==> config.mk <==
export PLATFORM = sky130hd
export DESIGN_NAME = uniform_grid_linear_resampler_top
export DESIGN_NICKNAME = d
export VERILOG_FILES = /design/src/rtl/core/ugr_pkg.sv /design/src/rtl/core/ugr_ctrl.sv /design/src/rtl/core/ugr_dp.sv /design/src/rtl/core/uniform_grid_linear_resampler_top.sv
export SDC_FILE = /design/constraint.sdc
export NUM_CORES = 2
export LEC_CHECK = 0
export BUFFER_PORTS_ARGS = -buffer_cell sky130_fd_sc_hd__buf_2
export CAP_MARGIN = 30
export CORE_UTILIZATION = 30
export CTS_CLUSTER_DIAMETER = 80
export DETAILED_ROUTE_END_ITERATION = 6
export SLEW_MARGIN = 20
export SYNTH_ARGS = -nofsm -noshare
export SYNTH_HDL_FRONTEND = slang
export SYNTH_HIERARCHICAL = 1
export SYNTH_SLANG_ARGS = --single-unit
export TNS_END_PERCENT = 50
==> constraint.sdc <==
create_clock -name clk -period 17.15 [get_ports clk]
set_clock_uncertainty 0.15 [all_clocks]
set_input_delay 0.8575 -clock clk [delete_from_list [all_inputs] [get_ports clk]]
set_output_delay 0.8575 -clock clk [all_outputs]
set_load 0.1 [all_outputs]
==> src/rtl/core/ugr_pkg.sv <==
// shared types and constants of the uniform grid resampler
package ugr_pkg;

  localparam int TIME_W     = 36;
  localparam int VAL_W      = 32;
  localparam int STEP_W     = 24;
  localparam int STATUS_W   = 2;
  localparam int CFG_IDX_W  = 2;
  localparam int CFG_DATA_W = 36;
  localparam int IN_DATA_W  = 72;
  localparam int OUT_DATA_W = 136;
  localparam int OUT_PAD_W  = OUT_DATA_W - (TIME_W + 3 * VAL_W);
  localparam int DY_W       = VAL_W + 1;
  localparam int MUL_SPLIT  = 18;
  localparam int MUL_W      = VAL_W + MUL_SPLIT;
  localparam int PROD_W     = VAL_W + TIME_W;
  localparam int QUO_W      = 32;
  localparam int DIV_CNT_W  = $clog2(QUO_W);

  localparam logic [DIV_CNT_W-1:0] DIV_LAST = DIV_CNT_W'(QUO_W - 1);

  localparam logic [STATUS_W-1:0] STATUS_VALID = 2'd0;
  localparam logic [STATUS_W-1:0] STATUS_NEED  = 2'd1;
  localparam logic [STATUS_W-1:0] STATUS_DONE  = 2'd2;

  localparam logic KIND_PUSH = 1'b0;
  localparam logic KIND_TICK = 1'b1;

  localparam logic [CFG_IDX_W-1:0] REG_START_TIME = 2'd0;
  localparam logic [CFG_IDX_W-1:0] REG_END_TIME   = 2'd1;
  localparam logic [CFG_IDX_W-1:0] REG_GRID_STEP  = 2'd2;

  localparam logic [VAL_W-1:0]  VAL_MAX    = 32'h7FFF_FFFF;
  localparam logic [VAL_W-1:0]  VAL_MIN    = 32'h8000_0000;
  localparam logic [TIME_W-1:0] TIME_MAX   = '1;
  localparam logic [STEP_W-1:0] STEP_RESET = 24'd16;

  typedef struct packed {
    logic push;
    logic tick;
    logic mul_lo;
    logic mul_hi;
    logic div_init;
    logic div_step;
    logic load_out;
  } ugr_cmd_t;

  typedef struct packed {
    logic tick_interp;
    logic out_free;
  } ugr_stat_t;

endpackage

==> src/rtl/core/ugr_ctrl.sv <==
// control state machine of the uniform grid resampler
module ugr_ctrl (
  input  logic                clk,
  input  logic                rst,
  input  logic                s_tvalid,
  input  logic                s_kind,
  output logic                s_tready,
  output ugr_pkg::ugr_cmd_t   cmd,
  input  ugr_pkg::ugr_stat_t  stat
);

  localparam logic [2:0] ST_IDLE   = 3'd0;
  localparam logic [2:0] ST_MUL_LO = 3'd1;
  localparam logic [2:0] ST_MUL_HI = 3'd2;
  localparam logic [2:0] ST_SUM    = 3'd3;
  localparam logic [2:0] ST_DIV    = 3'd4;
  localparam logic [2:0] ST_FIN    = 3'd5;

  logic [2:0]                      state, state_next;
  logic [ugr_pkg::DIV_CNT_W-1:0]   cnt, cnt_next;

  always_ff @(posedge clk) begin
    if (rst) begin
      state <= ST_IDLE;
      cnt   <= '0;
    end else begin
      state <= state_next;
      cnt   <= cnt_next;
    end
  end

  always_comb begin
    state_next = state;
    cnt_next   = cnt;
    cmd        = '0;
    s_tready   = (state == ST_IDLE);
    unique case (state)
      ST_IDLE: begin
        if (s_tvalid) begin
          if (s_kind == ugr_pkg::KIND_TICK) begin
            cmd.tick   = 1'b1;
            state_next = stat.tick_interp ? ST_MUL_LO : ST_FIN;
          end else begin
            cmd.push = 1'b1;
          end
        end
      end
      ST_MUL_LO: begin
        cmd.mul_lo = 1'b1;
        state_next = ST_MUL_HI;
      end
      ST_MUL_HI: begin
        cmd.mul_hi = 1'b1;
        state_next = ST_SUM;
      end
      ST_SUM: begin
        cmd.div_init = 1'b1;
        cnt_next     = '0;
        state_next   = ST_DIV;
      end
      ST_DIV: begin
        cmd.div_step = 1'b1;
        cnt_next     = cnt + 1'b1;
        if (cnt == ugr_pkg::DIV_LAST) begin
          state_next = ST_FIN;
        end
      end
      ST_FIN: begin
        if (stat.out_free) begin
          cmd.load_out = 1'b1;
          state_next   = ST_IDLE;
        end
      end
      default: begin
        state_next = ST_IDLE;
      end
    endcase
  end

endmodule

==> src/rtl/core/ugr_dp.sv <==
// datapath of the uniform grid resampler: state, multiplier, divider, output register
module ugr_dp (
  input  logic                              clk,
  input  logic                              rst,
  input  logic                              cfg_we,
  input  logic [ugr_pkg::CFG_IDX_W-1:0]     cfg_index,
  input  logic [ugr_pkg::CFG_DATA_W-1:0]    cfg_data,
  input  logic [ugr_pkg::IN_DATA_W-1:0]     s_tdata,
  input  logic                              s_tlast,
  input  ugr_pkg::ugr_cmd_t                 cmd,
  output ugr_pkg::ugr_stat_t                stat,
  input  logic                              m_tready,
  output logic                              m_tvalid,
  output logic [ugr_pkg::OUT_DATA_W-1:0]    m_tdata,
  output logic [ugr_pkg::STATUS_W-1:0]      m_tuser
);

  localparam int TW = ugr_pkg::TIME_W;
  localparam int VW = ugr_pkg::VAL_W;

  // configuration
  logic [TW-1:0]               end_time;
  logic [ugr_pkg::STEP_W-1:0]  grid_step;

  // sample state
  logic [TW-1:0]  older_time, newer_time, next_grid_time;
  logic [VW-1:0]  older_value, newer_value, running_min, running_max;
  logic [1:0]     samples_held;
  logic           final_seen;

  // work registers
  logic [TW-1:0]                 w_time, dx, dt, rem;
  logic [VW-1:0]                 w_value, ady, dvd;
  logic [ugr_pkg::QUO_W-1:0]     quo;
  logic [ugr_pkg::STATUS_W-1:0]  w_status;
  logic                          neg;
  logic [ugr_pkg::MUL_W-1:0]     p_lo, p_hi;

  // output register
  logic                          out_valid;
  logic [TW-1:0]                 o_time;
  logic [VW-1:0]                 o_value, o_min, o_max;
  logic [ugr_pkg::STATUS_W-1:0]  o_status;

  logic [TW-1:0]                 st;
  logic [VW-1:0]                 sv;
  logic [ugr_pkg::STATUS_W-1:0]  dec_status;
  logic [VW-1:0]                 dec_value;
  logic                          dec_interp;
  logic [ugr_pkg::DY_W-1:0]      dy, dy_abs;
  logic [ugr_pkg::PROD_W-1:0]    prod;
  logic [TW:0]                   rem2, rem_sub;
  logic                          q_bit;
  logic [TW:0]                   nx;
  logic [VW-1:0]                 fin_value;

  assign st = s_tdata[TW-1:0];
  assign sv = s_tdata[TW+VW-1:TW];

  // tick decision on the current grid time
  always_comb begin
    dec_status = ugr_pkg::STATUS_VALID;
    dec_value  = '0;
    dec_interp = 1'b0;
    priority if (next_grid_time >= end_time) begin
      dec_status = ugr_pkg::STATUS_DONE;
    end else if (samples_held == 2'd0) begin
      dec_status = ugr_pkg::STATUS_NEED;
    end else if (next_grid_time > newer_time) begin
      if (final_seen) begin
        dec_value = newer_value;
      end else begin
        dec_status = ugr_pkg::STATUS_NEED;
      end
    end else if (samples_held == 2'd1) begin
      dec_value = newer_value;
    end else if (next_grid_time < older_time) begin
      dec_value = older_value;
    end else if (newer_time == older_time) begin
      dec_value = newer_value;
    end else begin
      dec_interp = 1'b1;
      dec_value  = older_value;
    end
  end

  assign dy     = {newer_value[VW-1], newer_value} - {older_value[VW-1], older_value};
  assign dy_abs = dy[ugr_pkg::DY_W-1] ? (~dy + 1'b1) : dy;

  assign prod    = {p_hi, {ugr_pkg::MUL_SPLIT{1'b0}}}
                 + {{ugr_pkg::MUL_SPLIT{1'b0}}, p_lo};
  assign rem2    = {rem, dvd[VW-1]};
  assign q_bit   = (rem2 >= {1'b0, dx});
  assign rem_sub = rem2 - {1'b0, dx};

  assign nx        = {1'b0, next_grid_time} + (TW + 1)'(grid_step);
  assign fin_value = neg ? (w_value - quo) : (w_value + quo);

  assign stat.tick_interp = dec_interp;
  assign stat.out_free    = !out_valid || m_tready;

  // architectural state
  always_ff @(posedge clk) begin
    if (rst) begin
      end_time       <= '0;
      grid_step      <= ugr_pkg::STEP_RESET;
      older_time     <= '0;
      older_value    <= '0;
      newer_time     <= '0;
      newer_value    <= '0;
      samples_held   <= '0;
      final_seen     <= 1'b0;
      next_grid_time <= '0;
      running_min    <= ugr_pkg::VAL_MAX;
      running_max    <= ugr_pkg::VAL_MIN;
    end else begin
      if (cfg_we) begin
        unique case (cfg_index)
          ugr_pkg::REG_START_TIME: next_grid_time <= cfg_data[TW-1:0];
          ugr_pkg::REG_END_TIME:   end_time       <= cfg_data[TW-1:0];
          ugr_pkg::REG_GRID_STEP:  grid_step      <= cfg_data[ugr_pkg::STEP_W-1:0];
          default: ;
        endcase
      end
      if (cmd.push && !final_seen) begin
        older_time  <= newer_time;
        older_value <= newer_value;
        newer_time  <= st;
        newer_value <= sv;
        if (samples_held != 2'd2) begin
          samples_held <= samples_held + 2'd1;
        end
        if ($signed(sv) < $signed(running_min)) begin
          running_min <= sv;
        end
        if ($signed(sv) > $signed(running_max)) begin
          running_max <= sv;
        end
        if (s_tlast) begin
          final_seen <= 1'b1;
        end
      end
      if (cmd.load_out && (w_status == ugr_pkg::STATUS_VALID)) begin
        next_grid_time <= nx[TW] ? ugr_pkg::TIME_MAX : nx[TW-1:0];
      end
    end
  end

  // interpolation: split multiply then restoring divide
  always_ff @(posedge clk) begin
    if (cmd.tick) begin
      w_time   <= next_grid_time;
      w_status <= dec_status;
      w_value  <= dec_value;
      quo      <= '0;
      neg      <= dec_interp & dy[ugr_pkg::DY_W-1];
      ady      <= dy_abs[VW-1:0];
      dx       <= newer_time - older_time;
      dt       <= next_grid_time - older_time;
    end
    if (cmd.mul_lo) begin
      p_lo <= ugr_pkg::MUL_W'(ady) * ugr_pkg::MUL_W'(dt[ugr_pkg::MUL_SPLIT-1:0]);
    end
    if (cmd.mul_hi) begin
      p_hi <= ugr_pkg::MUL_W'(ady) * ugr_pkg::MUL_W'(dt[TW-1:ugr_pkg::MUL_SPLIT]);
    end
    if (cmd.div_init) begin
      rem <= prod[ugr_pkg::PROD_W-1:VW];
      dvd <= prod[VW-1:0];
    end
    if (cmd.div_step) begin
      rem <= q_bit ? rem_sub[TW-1:0] : rem2[TW-1:0];
      dvd <= {dvd[VW-2:0], 1'b0};
      quo <= {quo[ugr_pkg::QUO_W-2:0], q_bit};
    end
  end

  always_ff @(posedge clk) begin
    if (rst) begin
      out_valid <= 1'b0;
    end else if (cmd.load_out) begin
      out_valid <= 1'b1;
    end else if (m_tready) begin
      out_valid <= 1'b0;
    end
  end

  always_ff @(posedge clk) begin
    if (cmd.load_out) begin
      o_time   <= w_time;
      o_value  <= fin_value;
      o_status <= w_status;
      o_min    <= running_min;
      o_max    <= running_max;
    end
  end

  assign m_tvalid = out_valid;
  assign m_tdata  = {{ugr_pkg::OUT_PAD_W{1'b0}}, o_max, o_min, o_value, o_time};
  assign m_tuser  = o_status;

endmodule

==> src/rtl/core/uniform_grid_linear_resampler_top.sv <==
// samples do not make the block busy and may arrive every cycle while no tick is in progress
// a tick outside two samples goes to the output load, which waits for a free output register
// a tick between two samples raises m_tvalid after these steps in order:
// two multiply steps, a divider load, 32 divider steps and the output load
// the result sits in an output register so a new request is taken while it waits
// synchronous active-high reset restores control, configuration and sample state and m_tvalid
module uniform_grid_linear_resampler_top (
  input  logic                              clk,
  input  logic                              rst,
  input  logic                              cfg_we,
  input  logic [ugr_pkg::CFG_IDX_W-1:0]     cfg_index,
  input  logic [ugr_pkg::CFG_DATA_W-1:0]    cfg_data,
  input  logic                              s_tvalid,
  output logic                              s_tready,
  input  logic [ugr_pkg::IN_DATA_W-1:0]     s_tdata,  // sample_time, sample_value
  input  logic                              s_tuser,  // kind
  input  logic                              s_tlast,
  output logic                              m_tvalid,
  input  logic                              m_tready,
  output logic [ugr_pkg::OUT_DATA_W-1:0]    m_tdata,  // grid_time, grid_value, min_value, max_value
  output logic [ugr_pkg::STATUS_W-1:0]      m_tuser   // status
);

  ugr_pkg::ugr_cmd_t   cmd;
  ugr_pkg::ugr_stat_t  stat;

  ugr_ctrl u_ctrl (
    .clk      (clk),
    .rst      (rst),
    .s_tvalid (s_tvalid),
    .s_kind   (s_tuser),
    .s_tready (s_tready),
    .cmd      (cmd),
    .stat     (stat)
  );

  ugr_dp u_dp (
    .clk       (clk),
    .rst       (rst),
    .cfg_we    (cfg_we),
    .cfg_index (cfg_index),
    .cfg_data  (cfg_data),
    .s_tdata   (s_tdata),
    .s_tlast   (s_tlast),
    .cmd       (cmd),
    .stat      (stat),
    .m_tready  (m_tready),
    .m_tvalid  (m_tvalid),
    .m_tdata   (m_tdata),
    .m_tuser   (m_tuser)
  );

endmodule

==> flow_summary.ini <==
[final_layout]
nets = 10600
syn_to_final_growth_pct = 10.2
final_cell_mix = 1,453 x inv_1, 1,350 x nand2_1, 967 x fa_1
fillers = 27900
drive_above_1_share = 0.0641
layout_commonest_cell = inv_1

[clock_network]
clk_pin_slew_ns = 0.06
cts_resized = 0
insertion_delay_ns = 0.74
numClockSinks = 817
cts_buffers = 96
post_cts_buffers = 0
htree_levels = 3
cts_buffer_depth = 3
cts_hold_buf = 0
clockRootBuffer = clkbuf_16
cts_tree = done

[routing]
vias = 61500
viasPerCell = 4.91
drtAntennaViolNets = 0
wl_um = 225000
drtIter0Drc = 4241
drt_pass1_iterations = 6
wl_per_cell_um = 18.0
drc = 0

[placement]
post-dp-hpwl_um = 166000
io_buffers = 248
place.gp.congestion = 0.855

[flow_run]
maxCapViolCount = 0

[global_routing]
grt_start_max_net_pins = 118
grt_pass1_vias = 60500
grt_pass1_wl_um = 354000
grt_usage = 0.164
overflow = 0
antenna_found_initial = 7

[critical_path]
timing.critical_path.mode_cell = fa_1
cp_max_fo = 36
end_kind = register
cp_slowest_cell = o21ai_0
critPathKind = reg -> reg
required_ns = 17.44
worst_setup_path_start_kind = register
cp_cell_sequence = buf_4, nand2_1, fa_1, fa_1, fa_1, fa_1, inv_1, fa_1, inv_1, fa_1, inv_1, ha_1, nand4_1, a211o_1, a41oi_1, o2111ai_1, a31oi_1, nor2_1, o21ai_0, a211oi_1, o41ai_1, xor2_1
cp.arrival_ns = 8.58
cp_slowest_stage_delay_ns = 0.70

[die]
fp.dieArea_mm2 = 0.273
initial_core_util = 0.302
core-area_mm2 = 0.269
fp.dieW_um = 522
num_io_pins = 257
rows = 190
die_h_um = 522

[timing]
fin_crit_sh = 0.483
fin_crit_ns = 8.29
tightest_slew_ns = 0.981
maxSlewViolCount = 0
setup_violations = 0
finalHoldViolCount = 0
tns_ns = 0
rsz0062_at_grt = false
maxSlewHeadroom = 0.346
max_freq_ghz = 0.121

[yosys]
syn_inst = 8873
synthArstFlopShare = 0
synth_cell_types = 93
syn_area_per_cell_um2 = 9.15
ys_ff_latch = 817
syn_area_mm2 = 0.0812
synth-edff-count = 508
synth_flop_cell = edfxtp_1
ys_warn_count = 6
yosysSeqAreaShare = 0.264

[worst_hold_path]
min-delay-path-class = in -> reg

[status]
outcome = finished clean
## routing by layer
metal,global-route usage,part of all wire
met4,0.0382,0.024
met3,0.0266,0.066
met1,0.233,0.46
met2,0.261,0.45
met5,0,0.00021
## final timing paths
path | slack (ns) | depth (start not counted) | endpoint | start
max | 8.86 | 22 | u_dp/p_lo[47] | u_dp/ady[9]
min | 0.21 | 3 | u_dp/newer_time[21] | s_tdata[21]
max reg2reg | 8.86 | 22 | u_dp/p_lo[47] | u_dp/ady[9]
min reg2reg | 0.27 | 0 | u_dp/o_time[20] | u_dp/w_time[20]
## synth_stat cells (222+ instances only)
| cell type | number | share of area |
|---|---|---|
| and2_1 | 484 | 0.037 |
| dfxtp_1 | 309 | 0.076 |
| ha_1 | 616 | 0.095 |
| fa_1 | 967 | 0.24 |
| a21oi_1 | 623 | 0.038 |
| clkbuf_1 | 400 | 0.018 |
| nor2_1 | 272 | 0.013 |
| nand2_1 | 1350 | 0.062 |
| o21ai_0 | 222 | 0.014 |
| inv_1 | 1454 | 0.067 |
| edfxtp_1 | 508 | 0.19 |
| xnor2_1 | 235 | 0.025 |
## stage by stage
step / utilization / cells / setup slack (ns) / instance area (µm²) / hold slack, ns
2_1_floorplan: - / 8876 / 8.28 / 81200 / 0.250
3_3_place_gp: 0.321 / 12400 / 8.96 / 86200 / 0.252
3_5_place_dp: 0.321 / 12400 / 8.97 / 86200 / 0.255
4_1_cts: 0.333 / 12500 / 8.92 / 89500 / 0.155
5_1_grt: 0.333 / 12500 / 8.59 / 89500 / 0.197
6_report: 0.333 / 12500 / 8.86 / 89500 / 0.215
## worst max-delay path, delay by kind of cell (launching register included)
family / cells / cell delay, ns
buffers and inverters: 4 / 0.67
flip-flops: 1 / 0.32
adder cells (fa/ha/maj): 7 / 3.45
XOR/XNOR: 1 / 0.11
AND/OR/NAND/NOR: 3 / 0.38
AO/OA/AOI/OAI: 7 / 2.91
## flip-flops by register name, indices dropped and copies added (netlist names), 36 cells and up
register / count
u_dp/dt: 36
u_dp/dx: 36
u_dp/end_time: 36
u_dp/newer_time: 36
u_dp/next_grid_time: 36
u_dp/o_time: 36
u_dp/older_time: 36
u_dp/p_hi: 50
u_dp/p_lo: 50
u_dp/rem: 36
u_dp/w_time: 36
## area by class of cell
type                            instances  area [µm²]  share of cell area
Antenna cell                            3        7.51           0.0000839
Multi-Input combinational cell       6171       52800               0.590
Clock inverter                         50         579             0.00647
Tap cell                             3552        4440              0.0497
Sequential cell                       817       21400               0.240
Clock buffer                          129        2660              0.0297
Timing Repair Buffer                  361        2110              0.0236
Inverter                             1455        5460              0.0611
## kinds of logic after synthesis
logic type,Yosys count,share of synthesized area
adder cells (fa/ha/maj),1583,0.333
multiplexers,34,0.00425
flip-flops,817,0.264
AO/OA/AOI/OAI,1554,0.121
AND/OR/NAND/NOR,2656,0.153
buffers and inverters,1888,0.0879
other,1,0.0000462
XOR/XNOR,340,0.0367
Power is not shown: default switching activity piles up to over one toggle a cycle in this logic, so the estimate is an artifact.
